**config.mk**
```make
export PLATFORM = sky130hd
export DESIGN_NAME = fifo_tagged_lookup_cache
export DESIGN_NICKNAME = d
export VERILOG_FILES = /design/src/hdl/flc_pkg.sv /design/src/hdl/flc_tag_store.sv /design/src/hdl/flc_handle_ram.sv /design/src/hdl/flc_ctrl.sv /design/src/hdl/fifo_tagged_lookup_cache.sv
export SDC_FILE = /design/constraint.sdc
export NUM_CORES = 2
export LEC_CHECK = 0
export BUFFER_PORTS_ARGS = -buffer_cell sky130_fd_sc_hd__buf_2
export CAP_MARGIN = 15
export CELL_PAD_IN_SITES_DETAIL_PLACEMENT = 2
export CELL_PAD_IN_SITES_GLOBAL_PLACEMENT = 2
export CORE_ASPECT_RATIO = 1.5
export CORE_MARGIN = 1.5
export CORE_UTILIZATION = 45
export CTS_CLUSTER_DIAMETER = 40
export DETAILED_ROUTE_END_ITERATION = 8
export PLACE_DENSITY_LB_ADDON = 0.1
export SYNTH_ARGS = -nofsm -noshare
export SYNTH_HDL_FRONTEND = slang
export SYNTH_SLANG_ARGS = --single-unit
```
**constraint.sdc**
```tcl
create_clock -name clk -period 10.7 [get_ports clk]
set_clock_uncertainty 0.05 [all_clocks]
set_input_delay 1.605 -clock clk [delete_from_list [all_inputs] [get_ports clk]]
set_output_delay 1.605 -clock clk [all_outputs]
set_load 0.05 [all_outputs]
```
**src/hdl/flc_pkg.sv**
```systemverilog
// types, codes and helpers shared by the tagged lookup cache
package flc_pkg;

  localparam int TAG_W = 64;

  typedef logic [TAG_W-1:0] tag_t;

  localparam logic [1:0] KIND_LOOKUP = 2'd0;
  localparam logic [1:0] KIND_REMOVE = 2'd1;
  localparam logic [1:0] KIND_CLEAR  = 2'd2;

  typedef enum logic [2:0] {
    ST_HIT       = 3'd0,
    ST_FILLED    = 3'd1,
    ST_NOT_FOUND = 3'd2,
    ST_REMOVED   = 3'd3,
    ST_ABSENT    = 3'd4,
    ST_CLEARED   = 3'd5,
    ST_REJECTED  = 3'd6
  } status_t;

  typedef enum logic [1:0] {
    S_IDLE,
    S_SCAN,
    S_FILL,
    S_DONE
  } state_t;

  typedef struct packed {
    status_t     status;
    logic [31:0] handle;
    logic [4:0]  slot;
    logic        evicted;
  } rsp_t;

  typedef struct packed {
    logic wr;
    logic inv;
    logic clr;
  } tag_op_t;

  function automatic tag_t make_tag(
    input logic [15:0] clen,
    input logic [7:0]  cf,
    input logic [7:0]  cl,
    input logic [15:0] nlen,
    input logic [7:0]  nf,
    input logic [7:0]  nl
  );
    return {clen, cf, cl, nlen, nf, nl};
  endfunction

  function automatic rsp_t plain_rsp(input status_t st);
    rsp_t r;
    r.status  = st;
    r.handle  = '0;
    r.slot    = '0;
    r.evicted = 1'b0;
    return r;
  endfunction

endpackage

```
**src/hdl/flc_tag_store.sv**
```systemverilog
// tag memory with per-entry valid bits, registered read
module flc_tag_store #(
  parameter int ENTRIES = 32
) (
  input  logic                        clk,
  input  logic                        rst,
  input  logic [$clog2(ENTRIES)-1:0]  rd_addr,
  output flc_pkg::tag_t               rd_tag,
  input  flc_pkg::tag_op_t            op,
  input  logic [$clog2(ENTRIES)-1:0]  op_addr,
  input  flc_pkg::tag_t               wr_tag,
  output logic                        op_occupied
);

  localparam int IDX_W = $clog2(ENTRIES);

  flc_pkg::tag_t mem [ENTRIES];
  flc_pkg::tag_t rd_raw;
  logic [ENTRIES-1:0] valid;
  logic rd_vld;

  always_ff @(posedge clk) begin
    if (op.wr) begin
      mem[op_addr] <= wr_tag;
    end
    rd_raw <= mem[rd_addr];
  end

  always_ff @(posedge clk) begin
    if (rst) begin
      valid  <= '0;
      rd_vld <= 1'b0;
    end else begin
      rd_vld <= valid[rd_addr];
      if (op.clr) begin
        valid <= '0;
      end else if (op.wr) begin
        valid[op_addr] <= 1'b1;
      end else if (op.inv) begin
        valid[op_addr] <= 1'b0;
      end
    end
  end

  // an entry never written or removed reads as the empty tag
  assign rd_tag      = rd_vld ? rd_raw : '0;
  assign op_occupied = valid[op_addr[IDX_W-1:0]];

endmodule

```
**src/hdl/flc_handle_ram.sv**
```systemverilog
// handle memory, one write and one registered read port
module flc_handle_ram #(
  parameter int ENTRIES     = 32,
  parameter int HANDLE_BITS = 32
) (
  input  logic                        clk,
  input  logic                        we,
  input  logic [$clog2(ENTRIES)-1:0]  waddr,
  input  logic [HANDLE_BITS-1:0]      wdata,
  input  logic [$clog2(ENTRIES)-1:0]  raddr,
  output logic [HANDLE_BITS-1:0]      rdata
);

  logic [HANDLE_BITS-1:0] mem [ENTRIES];

  always_ff @(posedge clk) begin
    if (we) begin
      mem[waddr] <= wdata;
    end
    rdata <= mem[raddr];
  end

endmodule

```
**src/hdl/flc_ctrl.sv**
```systemverilog
// sequencer: tag scan, fifo fill, remove and clear
module flc_ctrl #(
  parameter int ENTRIES     = 32,
  parameter int HANDLE_BITS = 32
) (
  input  logic                        clk,
  input  logic                        rst,
  input  logic                        req_go,
  input  logic [1:0]                  kind,
  input  logic [15:0]                 class_length,
  input  logic [7:0]                  class_first_char,
  input  logic [7:0]                  class_last_char,
  input  logic [15:0]                 ns_length,
  input  logic [7:0]                  ns_first_char,
  input  logic [7:0]                  ns_last_char,
  input  logic                        resolved_found,
  input  logic [31:0]                 resolved_handle,
  output logic                        busy,
  output logic                        res_valid,
  output flc_pkg::rsp_t               res,
  input  logic                        res_take,
  output logic [$clog2(ENTRIES)-1:0]  rd_addr,
  input  flc_pkg::tag_t               rd_tag,
  input  logic [HANDLE_BITS-1:0]      rd_handle,
  output flc_pkg::tag_op_t            tag_op,
  output logic [$clog2(ENTRIES)-1:0]  op_addr,
  output flc_pkg::tag_t               wr_tag,
  input  logic                        op_occupied,
  output logic                        hnd_we,
  output logic [HANDLE_BITS-1:0]      hnd_wdata
);

  localparam int IDX_W = $clog2(ENTRIES);
  localparam int CNT_W = $clog2(ENTRIES + 1);

  flc_pkg::state_t state, state_next;
  flc_pkg::tag_t   tag_q, tag_q_next;
  logic [1:0]      kind_q, kind_q_next;
  logic            found_q, found_q_next;
  logic [31:0]     rhandle_q, rhandle_q_next;
  logic [IDX_W-1:0] ptr, ptr_next;
  logic [CNT_W-1:0] issued, issued_next;
  logic             pend, pend_next;
  logic [IDX_W-1:0] pend_slot, pend_slot_next;
  logic [CNT_W-1:0] fill_level, fill_level_next;
  logic [IDX_W-1:0] last_hit, last_hit_next;
  logic [IDX_W-1:0] last_written, last_written_next;
  flc_pkg::rsp_t    res_q, res_q_next;

  flc_pkg::tag_t    req_tag;
  logic [CNT_W:0]   wrap1, wrap2;
  logic [IDX_W-1:0] scan_next, fill_slot;
  logic [HANDLE_BITS-1:0] hnd_new;
  logic [63:0]      hnd_new_wide, hnd_rd_wide;
  logic             hit;

  assign req_tag = flc_pkg::make_tag(class_length, class_first_char, class_last_char,
                                     ns_length, ns_first_char, ns_last_char);

  // lookup walk steps modulo the fill level
  always_comb begin
    wrap1 = (CNT_W+1)'(ptr) + (CNT_W+1)'(1);
    if (wrap1 >= (CNT_W+1)'(fill_level)) begin
      wrap1 = wrap1 - (CNT_W+1)'(fill_level);
    end
    wrap2 = wrap1;
    if (wrap2 >= (CNT_W+1)'(fill_level)) begin
      wrap2 = wrap2 - (CNT_W+1)'(fill_level);
    end
    scan_next = (kind_q == flc_pkg::KIND_LOOKUP) ? IDX_W'(wrap2) : ptr + 1'b1;
  end

  assign fill_slot    = (last_written == IDX_W'(ENTRIES - 1)) ? '0 : last_written + 1'b1;
  assign hnd_new      = HANDLE_BITS'(rhandle_q);
  assign hnd_new_wide = 64'(hnd_new);
  assign hnd_rd_wide  = 64'(rd_handle);
  assign hit          = pend && (rd_tag == tag_q);

  always_ff @(posedge clk) begin
    if (rst) begin
      state        <= flc_pkg::S_IDLE;
      pend         <= 1'b0;
      fill_level   <= '0;
      last_hit     <= '0;
      last_written <= IDX_W'(ENTRIES - 1);
    end else begin
      state        <= state_next;
      pend         <= pend_next;
      fill_level   <= fill_level_next;
      last_hit     <= last_hit_next;
      last_written <= last_written_next;
    end
  end

  always_ff @(posedge clk) begin
    tag_q     <= tag_q_next;
    kind_q    <= kind_q_next;
    found_q   <= found_q_next;
    rhandle_q <= rhandle_q_next;
    ptr       <= ptr_next;
    issued    <= issued_next;
    pend_slot <= pend_slot_next;
    res_q     <= res_q_next;
  end

  always_comb begin
    state_next        = state;
    tag_q_next        = tag_q;
    kind_q_next       = kind_q;
    found_q_next      = found_q;
    rhandle_q_next    = rhandle_q;
    ptr_next          = ptr;
    issued_next       = issued;
    pend_next         = pend;
    pend_slot_next    = pend_slot;
    fill_level_next   = fill_level;
    last_hit_next     = last_hit;
    last_written_next = last_written;
    res_q_next        = res_q;
    tag_op            = '0;
    rd_addr           = ptr;
    op_addr           = pend_slot;
    wr_tag            = tag_q;
    hnd_we            = 1'b0;
    hnd_wdata         = hnd_new;

    unique case (state)
      flc_pkg::S_IDLE: begin
        if (req_go) begin
          tag_q_next     = req_tag;
          kind_q_next    = kind;
          found_q_next   = resolved_found;
          rhandle_q_next = resolved_handle;
          issued_next    = '0;
          pend_next      = 1'b0;
          if (kind == flc_pkg::KIND_CLEAR) begin
            tag_op.clr        = 1'b1;
            fill_level_next   = '0;
            last_hit_next     = '0;
            last_written_next = IDX_W'(ENTRIES - 1);
            res_q_next        = flc_pkg::plain_rsp(flc_pkg::ST_CLEARED);
            state_next        = flc_pkg::S_DONE;
          end else if (kind == flc_pkg::KIND_LOOKUP || kind == flc_pkg::KIND_REMOVE) begin
            if (class_length == '0 || ns_length == '0) begin
              res_q_next = flc_pkg::plain_rsp(flc_pkg::ST_REJECTED);
              state_next = flc_pkg::S_DONE;
            end else begin
              if (kind == flc_pkg::KIND_REMOVE
                  || CNT_W'(last_hit) > fill_level) begin
                ptr_next = '0;
              end else begin
                ptr_next = last_hit;
              end
              state_next = flc_pkg::S_SCAN;
            end
          end else begin
            res_q_next = flc_pkg::plain_rsp(flc_pkg::ST_REJECTED);
            state_next = flc_pkg::S_DONE;
          end
        end
      end

      flc_pkg::S_SCAN: begin
        if (hit) begin
          pend_next = 1'b0;
          if (kind_q == flc_pkg::KIND_LOOKUP) begin
            last_hit_next      = pend_slot;
            res_q_next         = flc_pkg::plain_rsp(flc_pkg::ST_HIT);
            res_q_next.handle  = hnd_rd_wide[31:0];
          end else begin
            tag_op.inv = 1'b1;
            res_q_next = flc_pkg::plain_rsp(flc_pkg::ST_REMOVED);
          end
          res_q_next.slot = 5'(pend_slot);
          state_next      = flc_pkg::S_DONE;
        end else if (issued < fill_level) begin
          pend_next      = 1'b1;
          pend_slot_next = ptr;
          issued_next    = issued + 1'b1;
          ptr_next       = scan_next;
        end else begin
          pend_next = 1'b0;
          if (kind_q == flc_pkg::KIND_REMOVE) begin
            res_q_next = flc_pkg::plain_rsp(flc_pkg::ST_ABSENT);
            state_next = flc_pkg::S_DONE;
          end else if (!found_q) begin
            res_q_next = flc_pkg::plain_rsp(flc_pkg::ST_NOT_FOUND);
            state_next = flc_pkg::S_DONE;
          end else begin
            state_next = flc_pkg::S_FILL;
          end
        end
      end

      flc_pkg::S_FILL: begin
        op_addr   = fill_slot;
        tag_op.wr = 1'b1;
        hnd_we    = 1'b1;
        if (fill_level != CNT_W'(ENTRIES)) begin
          fill_level_next = fill_level + 1'b1;
        end
        last_written_next  = fill_slot;
        last_hit_next      = fill_slot;
        res_q_next         = flc_pkg::plain_rsp(flc_pkg::ST_FILLED);
        res_q_next.handle  = hnd_new_wide[31:0];
        res_q_next.slot    = 5'(fill_slot);
        res_q_next.evicted = op_occupied;
        state_next         = flc_pkg::S_DONE;
      end

      flc_pkg::S_DONE: begin
        if (res_take) begin
          state_next = flc_pkg::S_IDLE;
        end
      end

      default: begin
        state_next = flc_pkg::S_IDLE;
      end
    endcase
  end

  assign busy      = (state != flc_pkg::S_IDLE);
  assign res_valid = (state == flc_pkg::S_DONE);
  assign res       = res_q;

endmodule

```
**src/hdl/fifo_tagged_lookup_cache.sv**
```systemverilog
// top level of the fully associative tagged lookup cache
//
//   channel | valid     | stall     | payload
//   --------+-----------+-----------+------------------------------------------
//   request | req_valid | req_stall | kind, class_*, ns_*, resolved_found/handle
//   result  | rsp_valid | rsp_stall | status, handle, slot, evicted
//
// one item at a time; clear and rejected items skip the tag walk, lookup and remove
// walk the filled entries, and a fill writes one entry after the walk; the walk over
// the tag memory reads one entry per cycle
// reset empties the store at once through per-entry valid bits
// the result register lets the next item in while a result waits on rsp_stall
module fifo_tagged_lookup_cache #(
  parameter int ENTRIES     = 32,
  parameter int HANDLE_BITS = 32
) (
  input  logic        clk,
  input  logic        rst,
  input  logic        req_valid,
  output logic        req_stall,
  input  logic [1:0]  kind,
  input  logic [15:0] class_length,
  input  logic [7:0]  class_first_char,
  input  logic [7:0]  class_last_char,
  input  logic [15:0] ns_length,
  input  logic [7:0]  ns_first_char,
  input  logic [7:0]  ns_last_char,
  input  logic        resolved_found,
  input  logic [31:0] resolved_handle,
  output logic        rsp_valid,
  input  logic        rsp_stall,
  output logic [2:0]  status,
  output logic [31:0] handle,
  output logic [4:0]  slot,
  output logic        evicted
);

  localparam int IDX_W = $clog2(ENTRIES);

  logic                   busy;
  logic                   res_valid;
  logic                   res_take;
  flc_pkg::rsp_t          res;
  logic [IDX_W-1:0]       rd_addr;
  logic [IDX_W-1:0]       op_addr;
  flc_pkg::tag_t          rd_tag;
  flc_pkg::tag_t          wr_tag;
  flc_pkg::tag_op_t       tag_op;
  logic                   op_occupied;
  logic                   hnd_we;
  logic [HANDLE_BITS-1:0] hnd_wdata;
  logic [HANDLE_BITS-1:0] rd_handle;

  assign req_stall = busy;
  assign res_take  = res_valid && (!rsp_valid || !rsp_stall);

  flc_ctrl #(
    .ENTRIES     (ENTRIES),
    .HANDLE_BITS (HANDLE_BITS)
  ) u_ctrl (
    .clk              (clk),
    .rst              (rst),
    .req_go           (req_valid && !req_stall),
    .kind             (kind),
    .class_length     (class_length),
    .class_first_char (class_first_char),
    .class_last_char  (class_last_char),
    .ns_length        (ns_length),
    .ns_first_char    (ns_first_char),
    .ns_last_char     (ns_last_char),
    .resolved_found   (resolved_found),
    .resolved_handle  (resolved_handle),
    .busy             (busy),
    .res_valid        (res_valid),
    .res              (res),
    .res_take         (res_take),
    .rd_addr          (rd_addr),
    .rd_tag           (rd_tag),
    .rd_handle        (rd_handle),
    .tag_op           (tag_op),
    .op_addr          (op_addr),
    .wr_tag           (wr_tag),
    .op_occupied      (op_occupied),
    .hnd_we           (hnd_we),
    .hnd_wdata        (hnd_wdata)
  );

  flc_tag_store #(
    .ENTRIES (ENTRIES)
  ) u_tags (
    .clk         (clk),
    .rst         (rst),
    .rd_addr     (rd_addr),
    .rd_tag      (rd_tag),
    .op          (tag_op),
    .op_addr     (op_addr),
    .wr_tag      (wr_tag),
    .op_occupied (op_occupied)
  );

  flc_handle_ram #(
    .ENTRIES     (ENTRIES),
    .HANDLE_BITS (HANDLE_BITS)
  ) u_handles (
    .clk   (clk),
    .we    (hnd_we),
    .waddr (op_addr),
    .wdata (hnd_wdata),
    .raddr (rd_addr),
    .rdata (rd_handle)
  );

  always_ff @(posedge clk) begin
    if (rst) begin
      rsp_valid <= 1'b0;
    end else if (res_take) begin
      rsp_valid <= 1'b1;
    end else if (!rsp_stall) begin
      rsp_valid <= 1'b0;
    end
  end

  always_ff @(posedge clk) begin
    if (res_take) begin
      status  <= res.status;
      handle  <= res.handle;
      slot    <= res.slot;
      evicted <= res.evicted;
    end
  end

endmodule

```
Word-level counts from Yosys, hierarchy flattened:

Memory sizes are Yosys's and may differ from the RTL's. A register that Yosys moved wholly into a read port is not among the register bits.
Index checks and enable logic that the tools add are counted.

* add/subtract/negate cells: 7
* $lt $le $gt $ge: 7
* equal/unequal tests: 24
* multiplexer cells: 73
* bitwise operators: 4
* reduce and logical (&&, ||, !) cells: 32

Operator list (count)
* two-way mux 41 bit: 8
* case mux 41 bit (3 select lines): 1
* two-way mux 5 bit: 17
* equality test 64 bit: 1
* two-way mux 32 bit: 2
* two-way mux 64 bit: 1
* two-way mux 40 bit: 1
* two-way mux 6 bit: 6
* bitwise AND 32 bit: 1
* zero test 16 bit: 2
* NOT 32 bit: 1
* OR 32 bit: 1
* case mux 6 bit (2 select lines): 2
* case mux 5 bit (2 select lines): 2
* two-way mux 1 bit: 19
* != test 2 x 1 -> 1 bit, second input constant: 9
* case mux 5 bit (3 select lines): 1
* two-way mux 2 bit: 7
* adder 6 x 1 -> 6 bit, second input constant: 2
* < comparator 5 x 6 -> 1 bit, second input constant: 2
* adder 5 x 1 -> 5 bit, second input constant: 2
* binary-select mux 1 bit (select 5 bit): 2
* AND reduction 5 bit: 2
* AND reduction 3 bit: 3
* 31 further kinds: 52

* flip-flop bits (word level): 250
* bits in writable memories: 3072
* logic and storage cells: 172
* memories kept: 2

Memories
* u_tags.mem: words 32, bits a word 64, read ports 1, clocked after Yosys merged registers in 1, wr ports 1, RTL line flc_tag_store.sv:17 `flc_pkg::tag_t mem [ENTRIES];`
* u_handles.mem: words 32, bits a word 32, read ports 1, clocked after Yosys merged registers in 1, wr ports 1, RTL line flc_handle_ram.sv:14 `logic [HANDLE_BITS-1:0] mem [ENTRIES];`

Longest topological paths before layout:

* word-level depth: 11
* depth in mapped cells: 23

By module:

Synthesis repeated with hierarchy kept, for this count alone.

* cell total of the unflattened synthesis: 6268
* area total of the unflattened synthesis: 131253.4 µm²

Modules (own cells, without submodules)
* flc_tag_store: instances 1, cells each 3279, area an instance 80968.9 µm²
* flc_handle_ram: instances 1, cells each 2260, area an instance 40492.6 µm²
* flc_ctrl: instances 1, cells each 683, area an instance 8518.2 µm²
* fifo_tagged_lookup_cache: instances 1, cells each 46, area an instance 1273.7 µm²

Least setup slack after synthesis:

OpenSTA, ideal clock, no wires.

* path type: register to register
* from: register u_ctrl.tag_q[10], in the netlist u_ctrl.wr_tag[10]
* to: register u_ctrl.res_q (netlist bit u_ctrl.res[0]), enable pin
* library setup time: 507 ps
* arrival time: 5432 ps
* slack: 4711 ps
* cell stages (with the launch flop): 9
* buffers on the path: 1
* period minus slack after synthesis: 5989 ps
* cells stage by stage: edfxtp_1 -> or4_1 -> nor3_1 -> a31oi_1 -> or4_4 -> nor3_4 -> a21boi_2 -> buf_6 -> a221oi_1

* cells in the longest elaborated chain, start to end: 4
* elaborated cells between the ends (all ways): 5

Ends and longest elaborated chain
* from (decl): RTL line flc_ctrl.sv:37 `flc_pkg::tag_t tag_q, tag_q_next;`
* from (signal assigned): RTL line flc_ctrl.sv:96 `tag_q <= tag_q_next;`
* equality test 64 bit *: RTL line flc_ctrl.sv:77 `assign hit = pend && (rd_tag == tag_q);`
* logical AND 1 bit *: RTL line flc_ctrl.sv:77
* != test 4 bit (no source line) / != test 3 x 2 -> 1 bit (equally long branches)
* AND reduction 5 bit (no source line) *
* to (signal assigned): RTL line flc_ctrl.sv:103 `res_q <= res_q_next;`
* to (decl): RTL line flc_ctrl.sv:48 `flc_pkg::rsp_t res_q, res_q_next;`

Mark *: on every way between the ends. The rest lies on a longest branch, timed or not.
A chain may end at the register's enable or synchronous reset.

Final worst setup path:

* from: register u_ctrl.ptr[2], in the netlist u_ctrl.rd_addr[2]
* to: register u_ctrl.ptr[0], in the netlist u_ctrl.rd_addr[0] (data pin)

* cells in the longest elaborated chain, start to end: 9
* elaborated cells between the ends (all ways): 11

Ends and longest elaborated chain
* from (decl): RTL line flc_ctrl.sv:41 `logic [IDX_W-1:0] ptr, ptr_next;`
* from (signal assigned): RTL line flc_ctrl.sv:100 `ptr <= ptr_next;`
* adder 5 x 1 -> 6 bit *: RTL line flc_ctrl.sv:62 `wrap1 = (CNT_W+1)'(ptr) + (CNT_W+1)'(1);`
* subtractor 6 x 6 -> 7 bit / >= comparator 6 bit (equally long branches): RTL line flc_ctrl.sv:64, flc_ctrl.sv:63
* two-way mux 7 bit *: RTL line flc_ctrl.sv:63 `if (wrap1 >= (CNT_W+1)'(fill_level)) begin`
* >= comparator 7 x 6 -> 1 bit / subtractor 5 bit (equally long branches): RTL line flc_ctrl.sv:67, flc_ctrl.sv:68
* two-way mux 5 bit *: RTL line flc_ctrl.sv:67 `if (wrap2 >= (CNT_W+1)'(fill_level)) begin`
* two-way mux 5 bit *: RTL line flc_ctrl.sv:70 `scan_next = (kind_q == flc_pkg::KIND_LOOKUP) ? IDX_W'(wrap2) : ptr + 1'b1;`
* two-way mux 5 bit *: RTL line flc_ctrl.sv:176 `end else if (issued < fill_level) begin`
* two-way mux 5 bit *: RTL line flc_ctrl.sv:164 `if (hit) begin`
* case mux 5 bit (2 select lines) *: RTL line flc_ctrl.sv:127 `unique case (state)`
* named net u_ctrl.ptr_next[0]: RTL line flc_ctrl.sv:41

Mark *: on every way through the listed nets, which the timed path passes. The rest lies on a longest branch. The select of a mux whose other input is x is not followed.

==> flow_summary.json <==
{
  "status": "finished clean",
  "die_w_um": 443,
  "fillCellCount": 24500,
  "cpPeakStageDelay_ns": 0.72,
  "finalWeightedCongestion": 0.783,
  "drive_gt1_share_pct": 29.0,
  "ys_seq_area_share_pct": 77.6,
  "die_y_um": 662,
  "rows": 241,
  "setup_viol": 0,
  "critPathLaunchType": "flop",
  "clock_latency_ns": 0.94,
  "timing_hold_violations_final": 0,
  "ctsResizeCount": 0,
  "yosys_warnings": 0,
  "hp-class": "flop to flop",
  "ir_drop_mv": 0.248,
  "crit_slowest_cell": "and2_4",
  "leakagePower_nw": 48.0,
  "portBuffers": 145,
  "grt_max_degree": 136,
  "finalWirelength_um": 433000,
  "cts_setup_buffers": 0,
  "core_area_um2": 288000,
  "slew_headroom_pct": 18.8,
  "critPathCaptureType": "flop",
  "initial_core_util_pct": 45.3,
  "crit_top_cell": "a21oi_1",
  "num-nets-final": 6556,
  "clockBufferDepth": 4,
  "critPathTopFamily": "simple AND/OR/NAND/NOR gates",
  "cts.clk_slew.worst_paths_ns": 0.06,
  "p_total_mw": 41.8,
  "path_class": "flop to flop",
  "firstDrtPassIters": 7,
  "synth_area_um2": 130000,
  "die_area_um2": 293000,
  "fin_hold_ws_ns": 0.362,
  "drc": 0,
  "grt_pass1_wl_um": 598000,
  "cts_tree": "done",
  "async_flop_share_pct": 0,
  "wire_per_inst_um": 41.2,
  "worstPathCellList": "buf_12 > and2_4 > nand2_1 > xor2_1 > inv_1 > ha_1 > o21ai_0 > a21oi_1 > nor2_1 > mux2_2 > ha_1 > a21o_1 > a21oi_1 > nand2_1 > a21oi_1 > o211a_1 > mux2_2 > o221ai_1",
  "cap_viol_max_count": 0,
  "syn_nets": 6129,
  "numCtsBuffers": 403,
  "path_buf_inv": 2,
  "synth_area_per_cell_um2": 21.8,
  "antenna_found_initial": 15,
  "post_dp_cell_area_um2": 136000,
  "clock-sinks": 3418,
  "fin_crit_ns": 6.02,
  "crit_fanout": 83,
  "syn_to_final_growth_pct": 15.5,
  "yosys_most_used_dff": "edfxtp_1",
  "cts_root_buf": "clkbuf_16",
  "cts_htree_levels": 5,
  "period_share_pct": 56.2,
  "dp_hpwl_um": 210000,
  "clock.fmax_mhz": 166,
  "seq_area_um2": 101000,
  "first_iter_violations": 7118,
  "gr-usage-all-layers_pct": 29.4,
  "final_area_um2": 151000,
  "tightest_slew_ns": 1.22,
  "synth_edf_count": 3269,
  "rsz0062_at_grt": "false",
  "drv_slew": 0,
  "cp.required_ns": 11.38,
  "fin_setup_tns_ns": 0,
  "powerDensity_nw_per_um2": 278,
  "grt_pass1_vias": 73400,
  "grt_overflow": 0,
  "io_pins": 146,
  "arrival_ns": 6.70,
  "synth_cell_types": 68,
  "vias_per_cell": 6.36,
  "synth_cells": 5992,
  "multi_input_area_um2": 27800,
  "ys_ff_latch": 3418,
  "holdBufCountCts": 0,
  "postRouteAntennaNets": 0,
  "num_vias": 67000,
  "r2r_slack_ns": 4.68
}
==> registers in the layout (all words and copies together) (netlist names), 6 cells and up, named ones only <==
name and count:
u_ctrl.fill_level 6, u_handles.mem 1024, u_ctrl.hnd_wdata 32, u_ctrl.issued 6, u_ctrl.wr_tag 64, u_tags.rd_raw 64, u_handles.rdata 32, handle 32
u_ctrl.res 41, u_tags.mem 2048
==> logic make-up after synthesis <==
family,share of synthesized area [%]
compound gates,2.79
xor+xnor,0.215
fa+ha+maj,0.338
buf+inv,1.18
flops,77.6
mux,16.3
simple gates,1.65
==> final cells by class <==
cell class	count	area share, %
repair buffers	321	1.66
flip-flops and latches	3418	67.2
diodes	4	0.00665
clock buffers	472	7.07
clock inverters	272	2.15
multi-input cells	2190	18.4
inverters	85	0.375
well taps	3766	3.13
==> where the power goes <==
group	internal [mW]	switching (mW)	total, mW
clock network	8.45	6.11	14.6
logic	4.53	6.17	10.7
registers	15.9	0.650	16.6
total	28.9	12.9	41.8
==> cells in the mapped netlist (6+ instances only) <==
library cell / instances / area (um^2)
nand3_1: 19 / 95.1
and3_1: 7 / 43.8
mux2_2: 124 / 1400
nor2_1: 56 / 210
o221ai_1: 104 / 911
o21ai_0: 159 / 796
clkbuf_1: 174 / 653
a21oi_1: 138 / 691
o2111ai_1: 8 / 70.1
inv_1: 85 / 319
o311ai_0: 12 / 105
o22ai_1: 50 / 313
xor2_1: 13 / 114
nand2_1: 194 / 728
nand2b_1: 38 / 238
dfxtp_1: 149 / 2980
or3_1: 6 / 37.5
edfxtp_1: 3269 / 98200
a31oi_1: 6 / 37.5
nor4_1: 18 / 113
mux4_2: 783 / 17600
a22oi_1: 7 / 52.6
and2_1: 7 / 43.8
xnor2_1: 19 / 166
buf_2: 47 / 235
buf_1: 71 / 267
nand4_1: 10 / 62.6
a22o_1: 33 / 289
nand4b_1: 11 / 96.3
nor3_1: 8 / 40.0
mux2i_1: 218 / 2180
a21o_1: 7 / 52.6
ha_1: 32 / 400
nor2b_1: 42 / 263
==> per-layer routing <==
layer	up-vias	routed length [um]	track usage (%)	share of wire (%)
met4	0	14100	9.41	3.2
li1	26100	-	-	-
met5	-	0	0	0
met3	693	23100	3.51	5.3
met1	37400	169000	37.5	39
met2	2767	227000	52.5	52
==> per-stage QoR <==
stage	std cells	setup slack [ns]	util, %
final	10500	4.68	52.4
after global routing	10500	4.43	52.4
after CTS	10500	4.31	52.2
after global placement	9762	4.69	47.4
after floorplan	5992	4.71	-
after detailed placement	9762	4.50	47.4
==> worst register-to-register path: stages, from the launching register on <==
cell and delay [ns]:
edfxtp_1 0.38, buf_12 0.57, and2_4 0.79, nand2_1 0.22, xor2_1 0.33, inv_1 0.09
ha_1 0.34, o21ai_0 0.15, a21oi_1 0.17, nor2_1 0.45, mux2_2 0.45, ha_1 0.31
a21o_1 0.16, a21oi_1 0.24, nand2_1 0.09, a21oi_1 0.18, o211a_1 0.35, mux2_2 0.38
o221ai_1 0.15
==> cell usage in the layout (no fill, tap or decap), types with 15 or more instances in the layout <==
cell type   instances
a21oi_1           138
a22o_1             33
buf_16             15
buf_2             145
buf_4             147
bufinv_16          49
clkbuf_1           45
clkbuf_16         409
clkbuf_8           18
clkinv_1           22
clkinv_2           44
clkinv_4           34
clkinvlp_4         39
dfxtp_1           148
edfxtp_1         3269
ha_1               32
inv_1              52
inv_6              59
inv_8              46
mux2_2            124
mux2i_1           218
mux4_2            783
nand2_1           193
nand2b_1           37
nand3_1            19
nor2_1             55
nor2b_1            42
nor4_1             18
o21ai_0           159
o221ai_1          104
o22ai_1            50
xnor2_1            19
==> path summary, 6_finish.rpt <==
| check | cells after the start | end | startpoint |
|---|---|---|---|
| setup / recovery | 18 | u_ctrl.rd_addr[0] | u_ctrl.rd_addr[2] |
| hold / removal | 0 | handle[26] | u_ctrl.res[32] |
| setup reg to reg | 18 | u_ctrl.rd_addr[0] | u_ctrl.rd_addr[2] |
| hold reg to reg | 0 | handle[26] | u_ctrl.res[32] |
Note: power is estimated with default switching activity, not from simulation.
